===== config.mk =====
export PLATFORM = sky130hd
export DESIGN_NAME = tasr_ctrl
export DESIGN_NICKNAME = d
export VERILOG_FILES = /design/src/hdl/tasr_pkg.sv /design/src/hdl/tasr_ctrl.sv
export SDC_FILE = /design/constraint.sdc
export NUM_CORES = 1
export LEC_CHECK = 0
export ABC_CLOCK_PERIOD_IN_PS = 1700
export BUFFER_PORTS_ARGS = -buffer_cell sky130_fd_sc_hd__buf_4
export CORE_AREA = 4 4 41 43
export DETAILED_ROUTE_END_ITERATION = 10
export DIE_AREA = 0 0 45 47
export PLACE_DENSITY = 0.74
export SYNTH_ARGS = -nofsm -noshare
export SYNTH_HDL_FRONTEND = slang
export SYNTH_SLANG_ARGS = --single-unit

===== constraint.sdc =====
create_clock -name clk -period 1.7 [get_ports clk]
set_input_delay 0.34 -clock clk [delete_from_list [all_inputs] [get_ports clk]]
set_output_delay 0.34 -clock clk [all_outputs]
set_load 0.01 [all_outputs]

===== src/hdl/tasr_pkg.sv =====
// Shared constants, types and command/status structs for the stroke rasterizer.
package tasr_pkg;

	localparam int BITMAP_ROWS    = 480;
	localparam int BITMAP_COLUMNS = 640;
	localparam int ROW_W          = $clog2(BITMAP_ROWS);
	localparam int COL_W          = $clog2(BITMAP_COLUMNS);

	// item and register field widths
	localparam int FUNC_W  = 2;
	localparam int MAG_W   = 8;
	localparam int RROW_W  = 9;
	localparam int RCOL_W  = 10;
	localparam int SCALE_W = 6;
	localparam int BAND_W  = 6;
	localparam int PEN_W   = 12;
	localparam int LEN_W   = MAG_W + SCALE_W;
	// signed width for stroke bounds before clipping
	localparam int GEO_W   = 18;

	localparam int S_TDATA_W = 32;
	localparam int M_TDATA_W = 32;

	localparam int PADDR_W   = 4;
	localparam int PDATA_W   = 32;
	localparam int REG_IDX_W = PADDR_W - 2;

	localparam logic [SCALE_W-1:0]      SCALE_RST   = SCALE_W'(1);
	localparam logic [BAND_W-1:0]       BAND_RST    = BAND_W'(0);
	localparam logic signed [PEN_W-1:0] START_X_RST = PEN_W'(320);
	localparam logic signed [PEN_W-1:0] START_Y_RST = PEN_W'(240);

	localparam logic signed [GEO_W-1:0] PEN_MAX_G = GEO_W'(2047);
	localparam logic signed [GEO_W-1:0] PEN_MIN_G = GEO_W'(-2048);
	localparam logic signed [GEO_W-1:0] ROW_MAX_G = GEO_W'(BITMAP_ROWS - 1);
	localparam logic signed [GEO_W-1:0] COL_MAX_G = GEO_W'(BITMAP_COLUMNS - 1);

	typedef enum logic [FUNC_W-1:0] {
		FUNC_STROKE  = 2'd0,
		FUNC_READ    = 2'd1,
		FUNC_RESTART = 2'd2
	} func_t;

	typedef enum logic [REG_IDX_W-1:0] {
		REG_SCALE   = 2'd0,
		REG_BAND    = 2'd1,
		REG_START_X = 2'd2,
		REG_START_Y = 2'd3
	} reg_idx_t;

	typedef struct packed {
		logic [SCALE_W-1:0]      scale;
		logic [BAND_W-1:0]       band_width;
		logic signed [PEN_W-1:0] start_x;
		logic signed [PEN_W-1:0] start_y;
	} cfg_t;

	typedef struct packed {
		logic item_load;
		logic len_calc;
		logic rect_calc;
		logic mask_load;
		logic pen_step;
		logic pen_restart;
		logic row_clr_init;
		logic clr_wr;
		logic row_rd;
		logic row_wr;
		logic row_next;
		logic pix_rd;
		logic res_load;
	} cmd_t;

	typedef struct packed {
		func_t func;
		logic  len_zero;
		logic  rect_empty;
		logic  row_last;
		logic  clr_last;
	} sts_t;

endpackage


===== src/hdl/tasr_ctrl.sv =====
// Sequencer: clearing pass, stroke row loop, pixel read and result handoff.
module tasr_ctrl (
	input  logic           clk,
	input  logic           arst_n,
	input  logic           s_tvalid,
	output logic           s_tready,
	output logic           m_tvalid,
	input  logic           m_tready,
	input  tasr_pkg::sts_t sts,
	output tasr_pkg::cmd_t cmd
);
	import tasr_pkg::*;

	typedef enum logic [3:0] {
		S_INIT,
		S_IDLE,
		S_DECODE,
		S_CLEAR,
		S_LEN,
		S_RECT,
		S_MASK,
		S_RD,
		S_WR,
		S_PIX,
		S_DONE
	} state_t;

	state_t state_q, state_d;
	logic   out_valid_q;

	assign s_tready = (state_q == S_IDLE);
	assign m_tvalid = out_valid_q;

	always_comb begin
		state_d = state_q;
		cmd     = '0;
		case (state_q)
			S_INIT: begin
				cmd.clr_wr = 1'b1;
				if (sts.clr_last) state_d = S_IDLE;
			end
			S_IDLE: begin
				if (s_tvalid) begin
					cmd.item_load = 1'b1;
					state_d       = S_DECODE;
				end
			end
			S_DECODE: begin
				case (sts.func)
					FUNC_STROKE: state_d = S_LEN;
					FUNC_READ:   state_d = S_PIX;
					FUNC_RESTART: begin
						cmd.pen_restart  = 1'b1;
						cmd.row_clr_init = 1'b1;
						state_d          = S_CLEAR;
					end
					default: state_d = S_DONE;
				endcase
			end
			S_CLEAR: begin
				cmd.clr_wr = 1'b1;
				if (sts.clr_last) state_d = S_DONE;
			end
			S_LEN: begin
				cmd.len_calc = 1'b1;
				state_d      = S_RECT;
			end
			S_RECT: begin
				cmd.rect_calc = 1'b1;
				state_d       = S_MASK;
			end
			S_MASK: begin
				if (sts.len_zero) begin
					state_d = S_DONE;
				end else begin
					cmd.pen_step = 1'b1;
					if (sts.rect_empty) begin
						state_d = S_DONE;
					end else begin
						cmd.mask_load = 1'b1;
						state_d       = S_RD;
					end
				end
			end
			S_RD: begin
				cmd.row_rd = 1'b1;
				state_d    = S_WR;
			end
			S_WR: begin
				cmd.row_wr = 1'b1;
				if (sts.row_last) begin
					state_d = S_DONE;
				end else begin
					cmd.row_next = 1'b1;
					state_d      = S_RD;
				end
			end
			S_PIX: begin
				cmd.pix_rd = 1'b1;
				state_d    = S_DONE;
			end
			S_DONE: begin
				// wait for the output register to empty or drain this cycle
				if (!out_valid_q || m_tready) begin
					cmd.res_load = 1'b1;
					state_d      = S_IDLE;
				end
			end
			default: state_d = S_IDLE;
		endcase
	end

	always_ff @(posedge clk or negedge arst_n) begin
		if (!arst_n) begin
			state_q     <= S_INIT;
			out_valid_q <= 1'b0;
		end else begin
			state_q <= state_d;
			if (cmd.res_load) out_valid_q <= 1'b1;
			else if (m_tready) out_valid_q <= 1'b0;
		end
	end

endmodule


; Yosys cells after proc, flatten, opt, wreduce, memory -nomap -nowiden
; Index checks and enable logic that the tools add are counted.
; W data, S select, Z words.
[totals]
regBits = 5
in_bits = 10
out_inout_bits = 15
word_cells = 52
[op_classes]
n_eq_ne = 16
mux = 27
n_reduce_logical = 7
[ops]
columns = op, n
row1 = $pmux W4 S11, 1
row2 = $mux W4, 7
row3 = $eq A4 B3 Y1 const B, 4
row4 = $mux W1, 13
row5 = $eq A4 B4 Y1 const B, 3
row6 = $pmux W4 S3, 1
row7 = $mux W2, 5
row8 = $eq A4 B2 Y1 const B, 2
row9 = $ne A2 B2 Y1 const B, 4
row10 = $eq A4 B1 Y1 const B, 1
row11 = $logic_not A4 Y1, 1
row12 = $reduce_and A4 Y1, 1
row13 = $eq A2 B1 Y1 const B, 1
row14 = $eq A2 B2 Y1 const B, 1
row15 = $logic_not A2 Y1, 1
row16 = $reduce_bool A2 Y1, 1
row17 = $reduce_or A2 Y1, 1
row18 = $logic_not A1 Y1, 1
row19 = $logic_or A1 B1 Y1, 1

; Longest topological paths before layout
[logic_depth]
ltp_word = 5
depth_mapped = 6
depth_no_buf = 6

; Worst setup path before layout
; Ideal clock, no wire load.
[synth_timing]
path_kind = register to output
start = register state_q[1]
end = output cmd[2] (netlist name)
arrival_ps = 1120
required_time_ps = 1360
slack_ps = 240
path_stages_with_launch = 4
path_buffers = 2
path_cell_list = dfrtp_1 buf_4 buf_2 nor4_1
[synth_lines]
columns = item, line
row1 = start: declaration, tasr_ctrl.sv:28  ; state_t state_q, state_d;
row2 = start signal: assignment, tasr_ctrl.sv:118  ; state_q <= state_d;
row3 = end: declaration, tasr_ctrl.sv:10  ; output tasr_pkg::cmd_t cmd

==> run metrics <==
Crit. Startpoint state_q[0]; Core ar. 1300 µm²; Post-route DRC 0; PwrDens 1410 nW/µm²; row cnt 13; max-cap viol count 0; CTS clk-pin slew, worst paths 0.04 ns; Fmax achieved 598 MHz; Die W 45 µm; Clock Path Buffers 2; die area 2120 µm²; PortBufs 24; Worst setup SP type register; CTS tree yes; antenna cells 0; Fillers 104; Syn Nets 86; fin. max-slew vios 0; Syn Inst Count 72; initial antenna violation count 0; unrepaired setup endpoints after global routing yes; DP Cell Count 107; vias per cell 5.48; Worst-Skew Late Latency 0.26 ns; fin cells 128; dominant synthesized flop cell dfrtp_1; Arr. time, crit path 1.33 ns; Synth async-reset ratio 100%; pin count of the biggest net entering global routing 17; Distinct cells, synth 33; Setup Crit Path Kind register to output pin; sequential share of the synthesized area 21.5%; io pins 25; Critical Path Sink cmd[6]; R2R Path Start state_q[2]; Tcrit/Tclk final 98.4%; Die Y 47 µm; required time of the critical path 1.36 ns; grt ovf 0; Final Core Density 73.9%; placed cell areas 772 µm²; DRT iter0 DRCs 9; CTS Buf Count 3; crit-path max FO 11; # setup viols final 0; starting density of the core 44.8%; VDD IR max 0.963 mV; YS warnings 0; antenna-violating nets left 0; final WL 1810 µm; reg2reg path depth 5; sum of negative setup slack 0 ns; Layout Nets 128; Mean Syn Cell Area 8.10 µm²; total clock sinks 5; Non-Filler Cell Area, Final 962 µm²; total vias in the final route 701; Max H-tree Level 1; DRT Pass-1 Iters 4; flops & latches, synth 5; Slew @ Worst Pin 0.350 ns; EDFF count, synth 0; status complete, no violations; worst hold slack 0.398 ns; Area growth syn-to-layout 65.0%; final hold vios 0; skew final 0.000481 ns; Tmin final 1.67 ns; Hold Crit Class input pin to register; CP endpoint kind output pin; Register-to-Register Setup Slack 0.29 ns; clk root buf clkbuf_4; vias in the first global route 623; Leak Pwr 0.470 nW; RePlAce Congestion 0.800; WL per Instance 14.1 µm; FF+latch area 130 µm²; first-pass GRT wire length 2650 µm; fraction of layout cells with a size suffix above 1 54.0%; Multi-input gate area 442 µm²; DP HPWL 1150 µm; Cell Area, Synth 583 µm²; Slew headroom 76.6%; Tot GR Track Use 17.4%; reg-to-reg critical path endpoint state_q[3]
## placed cells by master (no fill, tap or decap), drive strengths merged, types with 2 or more instances in the layout
| cell type | synthesis | layout |
|---|---|---|
| nand2 | 5 | 5 |
| ha | 4 | 4 |
| buf | 6 | 42 |
| inv | 2 | 2 |
| nand2b | 6 | 6 |
| clkbuf | 0 | 4 |
| a211oi | 2 | 2 |
| nor2 | 9 | 9 |
| nor3 | 7 | 7 |
| and2b | 2 | 2 |
| o21ai | 3 | 3 |
| dfrtp | 5 | 5 |
| and3 | 4 | 4 |
## flip-flops by register name, indices dropped and copies added, names as in the netlist
name	count
state_q	4
m_tvalid	1
## worst max-delay path: stages, from the launching register on
cell	delay, ns
dfrtp_2	0.48
and2b_1	0.28
and3_4	0.20
buf_4	0.11
## routing by layer
metal / global-route usage [%] / vias to the layer above / part of all wire (%) / wire length [µm]
met5: 0 / - / 0 / 0
met4: 3.51 / 0 / 1.2 / 21
met3: 6.51 / 3 / 4.9 / 88
met2: 31.1 / 18 / 51 / 915
met1: 19.8 / 337 / 43 / 784
li1: - / 343 / - / -
## layout make-up
cell class | count | area share, %
Clock buffer | 4 | 2.73
Inverter | 2 | 0.780
Multi-Input combinational cell | 59 | 45.9
Sequential cell | 5 | 13.5
Tap cell | 15 | 1.95
Timing Repair Buffer | 43 | 35.1
## power by group
| group | leakage (nW) | total, W | internal (W) | switching, W |
|---|---|---|---|---|
| sequential | 0.0596 | 0.000270 | 0.000166 | 0.000104 |
| combinational | 0.395 | 0.000940 | 0.000549 | 0.000391 |
| clock | 0.0150 | 0.000149 | 0.0000894 | 0.0000594 |
## kinds of logic (layout without fill, tap and decap cells)
family          Yosys count  in the layout  share of synthesized area [%]
fa+ha+maj                 4              4                           8.58
simple gates             40             40                           41.0
mux                       1              1                           1.93
buf+inv                   8             49                           7.72
flops                     5              5                           21.5
compound gates           14             14                           19.3
## Yosys cell counts (3+ instances only)
library cell | n | area (µm²)
nor3_1 | 7 | 35.0
buf_2 | 3 | 15.0
dfrtp_1 | 5 | 125
buf_4 | 3 | 22.5
and3_1 | 4 | 25.0
nand2_1 | 5 | 18.8
nor2_1 | 9 | 33.8
nand2b_1 | 4 | 25.0
ha_1 | 4 | 50.1
## repair_timing
action | 4_1_cts | 5_1_grt
setup buffers | 5 | 11
gates resized for setup | 4 | 5
setup endpoints to repair | 11 | 8
endpoints found under the hold margin | 5 | 0
hold buffers | 1 | 0
## through the flow
| stage | total power [W] | setup WS, ns |
|---|---|---|
| after floorplan | 0.000715 | 0.240 |
| after global placement | 0.000925 | 0.161 |
| after detailed placement | 0.000937 | 0.157 |
| after CTS | 0.00115 | 0.0199 |
| after global routing | 0.00148 | -0.0322 |
| final | 0.00136 | 0.0266 |
## worst min-delay path by stage
| stage | startpoint | to | slack [ns] | cells past startpoint |
|---|---|---|---|---|
| finish | m_tready | m_tvalid | 0.40 | 3 |
| global route | arst_n | state_q[2] | 0.43 | 2 |
| CTS | m_tready | m_tvalid | 0.40 | 3 |
| detailed placement | arst_n | m_tvalid | 0.14 | 1 |
| global placement | arst_n | state_q[3] | 0.14 | 1 |
| floorplan | arst_n | m_tvalid | 0.04 | 0 |
(Power assumes the default switching activity.)
