--- src/hdl/tasr_pkg.sv ---
// Shared constants, types and command/status structs for the stroke rasterizer.
package tasr_pkg;

	localparam int BITMAP_ROWS    = 480;
	localparam int BITMAP_COLUMNS = 640;
	localparam int ROW_W          = $clog2(BITMAP_ROWS);
	localparam int COL_W          = $clog2(BITMAP_COLUMNS);

	// item and register field widths
	localparam int FUNC_W  = 2;
	localparam int MAG_W   = 8;
	localparam int RROW_W  = 9;
	localparam int RCOL_W  = 10;
	localparam int SCALE_W = 6;
	localparam int BAND_W  = 6;
	localparam int PEN_W   = 12;
	localparam int LEN_W   = MAG_W + SCALE_W;
	// signed width for stroke bounds before clipping
	localparam int GEO_W   = 18;

	localparam int S_TDATA_W = 32;
	localparam int M_TDATA_W = 32;

	localparam int PADDR_W   = 4;
	localparam int PDATA_W   = 32;
	localparam int REG_IDX_W = PADDR_W - 2;

	localparam logic [SCALE_W-1:0]      SCALE_RST   = SCALE_W'(1);
	localparam logic [BAND_W-1:0]       BAND_RST    = BAND_W'(0);
	localparam logic signed [PEN_W-1:0] START_X_RST = PEN_W'(320);
	localparam logic signed [PEN_W-1:0] START_Y_RST = PEN_W'(240);

	localparam logic signed [GEO_W-1:0] PEN_MAX_G = GEO_W'(2047);
	localparam logic signed [GEO_W-1:0] PEN_MIN_G = GEO_W'(-2048);
	localparam logic signed [GEO_W-1:0] ROW_MAX_G = GEO_W'(BITMAP_ROWS - 1);
	localparam logic signed [GEO_W-1:0] COL_MAX_G = GEO_W'(BITMAP_COLUMNS - 1);

	typedef enum logic [FUNC_W-1:0] {
		FUNC_STROKE  = 2'd0,
		FUNC_READ    = 2'd1,
		FUNC_RESTART = 2'd2
	} func_t;

	typedef enum logic [REG_IDX_W-1:0] {
		REG_SCALE   = 2'd0,
		REG_BAND    = 2'd1,
		REG_START_X = 2'd2,
		REG_START_Y = 2'd3
	} reg_idx_t;

	typedef struct packed {
		logic [SCALE_W-1:0]      scale;
		logic [BAND_W-1:0]       band_width;
		logic signed [PEN_W-1:0] start_x;
		logic signed [PEN_W-1:0] start_y;
	} cfg_t;

	typedef struct packed {
		logic item_load;
		logic len_calc;
		logic rect_calc;
		logic mask_load;
		logic pen_step;
		logic pen_restart;
		logic row_clr_init;
		logic clr_wr;
		logic row_rd;
		logic row_wr;
		logic row_next;
		logic pix_rd;
		logic res_load;
	} cmd_t;

	typedef struct packed {
		func_t func;
		logic  len_zero;
		logic  rect_empty;
		logic  row_last;
		logic  clr_last;
	} sts_t;

endpackage

--- src/hdl/tasr_cfg.sv ---
// APB register file: scale, band width and pen start position.
module tasr_cfg (
	input  logic                         clk,
	input  logic                         arst_n,
	input  logic                         psel,
	input  logic                         penable,
	input  logic                         pwrite,
	input  logic [tasr_pkg::PADDR_W-1:0] paddr,
	input  logic [tasr_pkg::PDATA_W-1:0] pwdata,
	output logic [tasr_pkg::PDATA_W-1:0] prdata,
	output logic                         pready,
	output tasr_pkg::cfg_t               cfg
);
	import tasr_pkg::*;

	cfg_t     cfg_q;
	reg_idx_t idx;
	logic     wr_en;

	assign idx    = reg_idx_t'(paddr[PADDR_W-1:2]);
	assign wr_en  = psel & penable & pwrite;
	assign pready = 1'b1;
	assign cfg    = cfg_q;

	always_ff @(posedge clk or negedge arst_n) begin
		if (!arst_n) begin
			cfg_q.scale      <= SCALE_RST;
			cfg_q.band_width <= BAND_RST;
			cfg_q.start_x    <= START_X_RST;
			cfg_q.start_y    <= START_Y_RST;
		end else if (wr_en) begin
			case (idx)
				REG_SCALE:   cfg_q.scale      <= pwdata[SCALE_W-1:0];
				REG_BAND:    cfg_q.band_width <= pwdata[BAND_W-1:0];
				REG_START_X: cfg_q.start_x    <= signed'(pwdata[PEN_W-1:0]);
				REG_START_Y: cfg_q.start_y    <= signed'(pwdata[PEN_W-1:0]);
				default: ;
			endcase
		end
	end

	always_comb begin
		case (idx)
			REG_SCALE:   prdata = PDATA_W'(cfg_q.scale);
			REG_BAND:    prdata = PDATA_W'(cfg_q.band_width);
			REG_START_X: prdata = PDATA_W'($unsigned(cfg_q.start_x));
			REG_START_Y: prdata = PDATA_W'($unsigned(cfg_q.start_y));
			default:     prdata = '0;
		endcase
	end

endmodule

--- config.mk ---
export PLATFORM = sky130hd
export DESIGN_NAME = tasr_cfg
export DESIGN_NICKNAME = d
export VERILOG_FILES = /design/src/hdl/tasr_pkg.sv /design/src/hdl/tasr_cfg.sv
export SDC_FILE = /design/constraint.sdc
export NUM_CORES = 1
export LEC_CHECK = 0
export BUFFER_PORTS_ARGS = -buffer_cell sky130_fd_sc_hd__buf_2
export CAP_MARGIN = 10
export CORE_ASPECT_RATIO = 0.8
export CORE_MARGIN = 1.5
export CORE_UTILIZATION = 30
export CTS_CLUSTER_SIZE = 28
export DETAILED_ROUTE_END_ITERATION = 12
export GPL_TIMING_DRIVEN = 0
export PLACE_DENSITY = 0.57
export SLEW_MARGIN = 5
export SYNTH_ARGS = -nofsm -noshare
export SYNTH_HDL_FRONTEND = slang
export SYNTH_SLANG_ARGS = --single-unit
--- constraint.sdc ---
create_clock -name clk -period 1.45 [get_ports clk]
set_clock_uncertainty 0.15 [all_clocks]
set_input_delay 0.2175 -clock clk [delete_from_list [all_inputs] [get_ports clk]]
set_output_delay 0.2175 -clock clk [all_outputs]
set_load 0.02 [all_outputs]
---- Yosys cells after proc, flatten, opt, wreduce, memory -nomap -nowiden ----
Cells that the tools add are included.
W data, S select, Z words.
storage, ports and cells
  bits in registers ....................... 36
  bits of input ports ..................... 41
  output and inout port bits .............. 69
  logic and storage cells ................. 15
operators by class
  equal/unequal tests ..................... 3
  muxes and demuxes ....................... 1
  bitwise operators ....................... 2
  reduce and logical (&&, ||, !) cells .... 5
operators with widths
  cell                  number
  $pmux W32 S4          1
  $reduce_and A2 Y1     4
  $eq A2 B2 Y1 const B  2
  $and A1 B1 Y1         2
  $eq A2 B1 Y1 const B  1
  $logic_not A2 Y1      1

---- Depth between registers and ports, before layout ----
  depth after elaboration ................. 3
  mapped depth ............................ 4
  gate-level depth less buffers ........... 3

---- Worst setup path before layout ----
Ideal clock, no wire load.
  path kind ............................... input port to output port
  start ................................... in paddr[2] (netlist bit)
  end ..................................... out prdata[1] (netlist bit)
  arrival ................................. 1.075 ns
  required time ........................... 1.082 ns
  path slack .............................. 0.007 ns
  stages .................................. 3
  path buffers ............................ 2
  path through ............................ buf_6 -> buf_6 -> mux4_2
between the ends
  word-level cells in the longest chain between the ends .. 2
  elaborated cells between the ends (all ways) .. 5
  classes of those cells .................. eq/ne (3); mux (1); reduce/logical (1)
RTL lines
  what                                  line            text
  start, declared                       tasr_cfg.sv:8   input logic [tasr_pkg::PADDR_W-1:0] paddr,
  $eq A2 B2 Y1 (tied with other cells)  tasr_cfg.sv:43  case (idx)
  $pmux W32 S4 (*)                      tasr_cfg.sv:43
  end, declared                         tasr_cfg.sv:10  output logic [tasr_pkg::PDATA_W-1:0] prdata,
Every way passes the cells marked *; elsewhere a longest branch is shown, timed or not. The select of a mux whose other input is x is not followed.

---- Worst setup path after layout ----
  start ................................... reg cfg_q (netlist bit cfg[15])
  end ..................................... out prdata[3] (netlist bit)
between the ends
  word-level cells in the longest chain between the ends .. 1
RTL lines
  what             line            text
  start, declared  tasr_cfg.sv:16  cfg_t cfg_q;
  $pmux W32 S4     tasr_cfg.sv:43
Every way passes these cells. The select of a mux whose other input is x is not followed.

==> impl_results.html <==
<table>
<tr><th>Metric</th><th>Value</th></tr>
<tr><th colspan="2">Outcome</th></tr>
<tr><td>Outcome</td><td>finished, violations left</td></tr>
<tr><td>Violations in the final reports</td><td>negative setup slack</td></tr>
<tr><th colspan="2">Critical path</th></tr>
<tr><td>Worst path arrival time</td><td>1.31 ns</td></tr>
<tr><td>Required time reported for the critical path endpoint</td><td>1.08 ns</td></tr>
<tr><td>Reg2reg end</td><td>cfg[15]$_DFFE_PN0P_</td></tr>
<tr><td>Beginning of the worst register-to-register path</td><td>cfg[15]$_DFFE_PN0P_</td></tr>
<tr><td>R2R cell count</td><td>3</td></tr>
<tr><td>Setup slack on the worst flop-to-flop path</td><td>0.28 ns</td></tr>
<tr><td>Category of the most critical setup path</td><td>flop to primary output</td></tr>
<tr><td>Type of element capturing the critical path</td><td>primary output</td></tr>
<tr><td>Capturing instance or port of the critical path</td><td>prdata[3]</td></tr>
<tr><td>Slowest library cell on the worst path</td><td>sky130_fd_sc_hd__mux4_2</td></tr>
<tr><td>Critical path origin</td><td>cfg[15]$_DFFE_PN0P_</td></tr>
<tr><td>Critical-path cell list</td><td>mux4_2 -&gt; buf_6</td></tr>
<tr><td>Element type at the critical path start</td><td>flop</td></tr>
<tr><td>Cell family contributing the most delay on the critical path</td><td>multiplexers</td></tr>
<tr><td>Critical path buffer and inverter count</td><td>1</td></tr>
<tr><td>Worst-path maximum fanout</td><td>2</td></tr>
<tr><td>CP peak stage delay</td><td>0.48 ns</td></tr>
<tr><td>Critical path depth in cells</td><td>2</td></tr>
<tr><th colspan="2">Clock tree</th></tr>
<tr><td>Clock-pin slew reported for the worst setup and hold paths after clock tree synthesis</td><td>0.07 ns</td></tr>
<tr><td>Maximum buffer depth of the clock tree</td><td>2</td></tr>
<tr><td>Clock latency on the worst-skew pair</td><td>0.28 ns</td></tr>
<tr><td>CTS Root Buffer Type</td><td>sky130_fd_sc_hd__clkbuf_8</td></tr>
<tr><td>H-Tree Level Count</td><td>2</td></tr>
<tr><td>Num CTS Buffers</td><td>5</td></tr>
<tr><td>CTS sink cnt</td><td>36</td></tr>
<tr><td>TritonCTS clock tree</td><td>built</td></tr>
<tr><th colspan="2">Timing</th></tr>
<tr><td>Number of slew-limit violations in the final report</td><td>0</td></tr>
<tr><td>Fin Setup TNS</td><td>-1.43 ns</td></tr>
<tr><td>Max Fclk</td><td>596 MHz</td></tr>
<tr><td>Final worst path period need</td><td>1.68 ns</td></tr>
<tr><td>Unrepaired setup endpoints after global routing</td><td>yes</td></tr>
<tr><td>Fin worst setup slack</td><td>-0.227 ns</td></tr>
<tr><td>Fin crit share</td><td>116%</td></tr>
<tr><td>Slew at the pin closest to its max-slew limit</td><td>0.803 ns</td></tr>
<tr><td>Hold Vio Cnt, Final</td><td>0</td></tr>
<tr><td>Setup violators final</td><td>9</td></tr>
<tr><td>Relative max-transition margin</td><td>46.4%</td></tr>
<tr><th colspan="2">Placed design</th></tr>
<tr><td>Post-detailed-placement half-perimeter wirelength</td><td>2.83 mm</td></tr>
<tr><td>Placed Area</td><td>2360 um2</td></tr>
<tr><td>Port Buffers</td><td>64</td></tr>
<tr><td>Weighted congestion at the end of routability-driven global placement</td><td>0.693</td></tr>
<tr><td>Worst Setup Slack post-DPL</td><td>-0.161 ns</td></tr>
<tr><th colspan="2">Yosys</th></tr>
<tr><td>Register bit count reported by yosys</td><td>36</td></tr>
<tr><td>Async set-reset flop share out of synthesis</td><td>100%</td></tr>
<tr><td>Most frequent cell after synthesis</td><td>sky130_fd_sc_hd__dfrtp_1</td></tr>
<tr><td>Syn avg cell area</td><td>15.1 um2</td></tr>
<tr><td>Commonest cells in the synthesized netlist</td><td>sky130_fd_sc_hd__dfrtp_1 (29), sky130_fd_sc_hd__mux2_2 (25), sky130_fd_sc_hd__buf_4 (21)</td></tr>
<tr><td>Largest cells by area after synthesis</td><td>sky130_fd_sc_hd__dfrtp_1 (39%), sky130_fd_sc_hd__mux2_2 (15%), sky130_fd_sc_hd__dfstp_2 (9.8%)</td></tr>
<tr><td>Cell type with the highest aggregate area in the netlist</td><td>sky130_fd_sc_hd__dfrtp_1</td></tr>
<tr><td>Count of flip-flops with a built-in enable after synthesis</td><td>0</td></tr>
<tr><td>Post-synthesis sequential area ratio</td><td>48.7%</td></tr>
<tr><td>Number of standard cells after synthesis</td><td>124</td></tr>
<tr><td>Netlist Area Pre-Place</td><td>1870 um2</td></tr>
<tr><td>Portion of synthesized cell area occupied by the leading cell type</td><td>38.8%</td></tr>
<tr><td>Number of library cell types mapped by synthesis</td><td>17</td></tr>
<tr><td>Dominant register cell in the synthesized netlist</td><td>sky130_fd_sc_hd__dfrtp_1</td></tr>
<tr><td>Synthesis Warnings</td><td>0</td></tr>
<tr><th colspan="2">Route</th></tr>
<tr><td>Total routed wirelength</td><td>4.31 mm</td></tr>
<tr><td>Post-detailed-route via-to-cell ratio</td><td>4.09</td></tr>
<tr><td>First-pass iteration count of the detailed router</td><td>4</td></tr>
<tr><td>Antenna viol nets, final</td><td>0</td></tr>
<tr><td>Via total after detailed routing</td><td>1328</td></tr>
<tr><td>Remaining design rule violation count</td><td>0</td></tr>
<tr><td>Routed len/inst</td><td>13.3 um</td></tr>
<tr><td>Initial DRC count</td><td>16</td></tr>
<tr><th colspan="2">Worst hold path</th></tr>
<tr><td>Number of cells on the worst hold path</td><td>2</td></tr>
<tr><td>Hold Crit Class</td><td>input port to flop</td></tr>
<tr><th colspan="2">Floorplan</th></tr>
<tr><td>Chip width</td><td>91.3 um</td></tr>
<tr><td>Height of the die</td><td>73.6 um</td></tr>
<tr><td>Die area</td><td>6720 um2</td></tr>
<tr><td>Starting density of the core</td><td>31.3%</td></tr>
<tr><td>Floorplan row count</td><td>25</td></tr>
<tr><td>Count of boundary I/O pins</td><td>110</td></tr>
<tr><td>CORE AREA</td><td>5970 um2</td></tr>
<tr><th colspan="2">Global route</th></tr>
<tr><td>Total congestion overflow after global routing</td><td>0</td></tr>
<tr><td>Global-route wire length before repair</td><td>6.55 mm</td></tr>
<tr><td>Largest net degree at the start of global routing</td><td>37</td></tr>
<tr><td>Initial antenna violation count</td><td>0</td></tr>
<tr><td>Global-route usage over all layers</td><td>13.0%</td></tr>
<tr><td>Via count of the first global-routing pass</td><td>1267</td></tr>
<tr><th colspan="2">Finish</th></tr>
<tr><td>Diodes inserted</td><td>0</td></tr>
<tr><td>Post-Layout Inst Area</td><td>2770 um2</td></tr>
<tr><td>Largest register FFs</td><td>36</td></tr>
<tr><td>Register Area</td><td>910 um2</td></tr>
<tr><td>Fraction of the core area covered by cells at the end of the flow</td><td>46.4%</td></tr>
<tr><td>Multi-input gate area</td><td>818 um2</td></tr>
<tr><td>Number of filler instances in the final layout</td><td>579</td></tr>
<tr><td>Fraction of final layout cells sized beyond drive strength 1</td><td>73.0%</td></tr>
<tr><td>P&amp;R area growth vs syn</td><td>48.3%</td></tr>
<tr><td>Nets</td><td>284</td></tr>
<tr><th colspan="2">Power</th></tr>
<tr><td>Worst voltage drop across the vdd grid</td><td>661 uV</td></tr>
<tr><td>Pwr dens</td><td>1390 nW/um2</td></tr>
<tr><td>Leakage Power</td><td>1.42 nW</td></tr>
<tr><th colspan="2">Flow run</th></tr>
<tr><td>Number of violations of the max-capacitance limit</td><td>0</td></tr>
</table>
-- worst min path at each step --
stage | slack, ns | to | from
floorplan | -0.23 | cfg[0]$_DFFE_PN0P_ | arst_n
global placement | 0.21 | cfg[8]$_DFFE_PN0P_ | arst_n
detailed placement | 0.21 | cfg[13]$_DFFE_PN0P_ | arst_n
CTS | 0.008 | cfg[10]$_DFFE_PN0P_ | pwdata[10]
global route | 0.006 | cfg[10]$_DFFE_PN0P_ | pwdata[10]
finish | 0.02 | cfg[10]$_DFFE_PN0P_ | pwdata[10]
-- kinds of logic (layout without fill, tap and decap cells) --
| family | Yosys count | in the layout | share of synthesized area (%) |
|---|---|---|---|
| muxes | 48 | 48 | 34.1 |
| DFF | 36 | 36 | 48.7 |
| buffers and inverters | 27 | 128 | 11.4 |
| and+or+nand+nor | 11 | 11 | 5.42 |
| other | 2 | 21 | 0.402 |
-- layer usage --
metal | GRT usage (%) | wire length, um | up-vias
li1 | - | - | 631
met1 | 17.1 | 2040 | 647
met2 | 21.4 | 2020 | 48
met3 | 3.52 | 223 | 2
met4 | 3.13 | 21 | 0
met5 | 0 | 0 | -
-- cells in the final DEF, fill, tap and decap left out, drive strengths merged --
cell         instances
mux2                36
and3b                1
buf                119
and3                 1
nand3                1
conb                21
dfstp                7
dlygate4sd3          1
mux4                 6
nand3b               1
clkinv               1
mux2i                6
nor3b                1
dfrtp               29
nor2b                6
clkbuf               7
-- through the flow --
| stage | hold slack [ns] | power (W) | std cells |
|---|---|---|---|
| floorplan | -0.228 | 0.00232 | 143 |
| CTS | 0.00821 | 0.00370 | 317 |
| global placement | 0.206 | 0.00274 | 288 |
| global route | 0.00605 | 0.00405 | 325 |
| detailed placement | 0.205 | 0.00275 | 288 |
| finish | 0.0156 | 0.00385 | 325 |
-- report_power, final --
group	switching, W	total, W	internal, W
combinational	0.000827	0.00175	0.000924
sequential	0.000144	0.00142	0.00127
clock	0.000343	0.000680	0.000337
-- area by class of cell --
type	count	area share, %
repair buffers	93	23.3
multi-input cells	80	29.5
clock buffers	7	2.75
plain buffers	27	7.76
flip-flops and latches	36	32.8
clock inverters	1	0.181
well taps	81	3.66
-- timing repair --
action                                 CTS  global route
endpoints found under the hold margin   29             0
setup buffers                           20             8
setup endpoints to repair               10            15
cloned                                   0             0
pin swaps                                0             0
hold buffers                             1             0
gates resized for setup                 16            20
No activity file was read; power rests on OpenSTA's default activity.
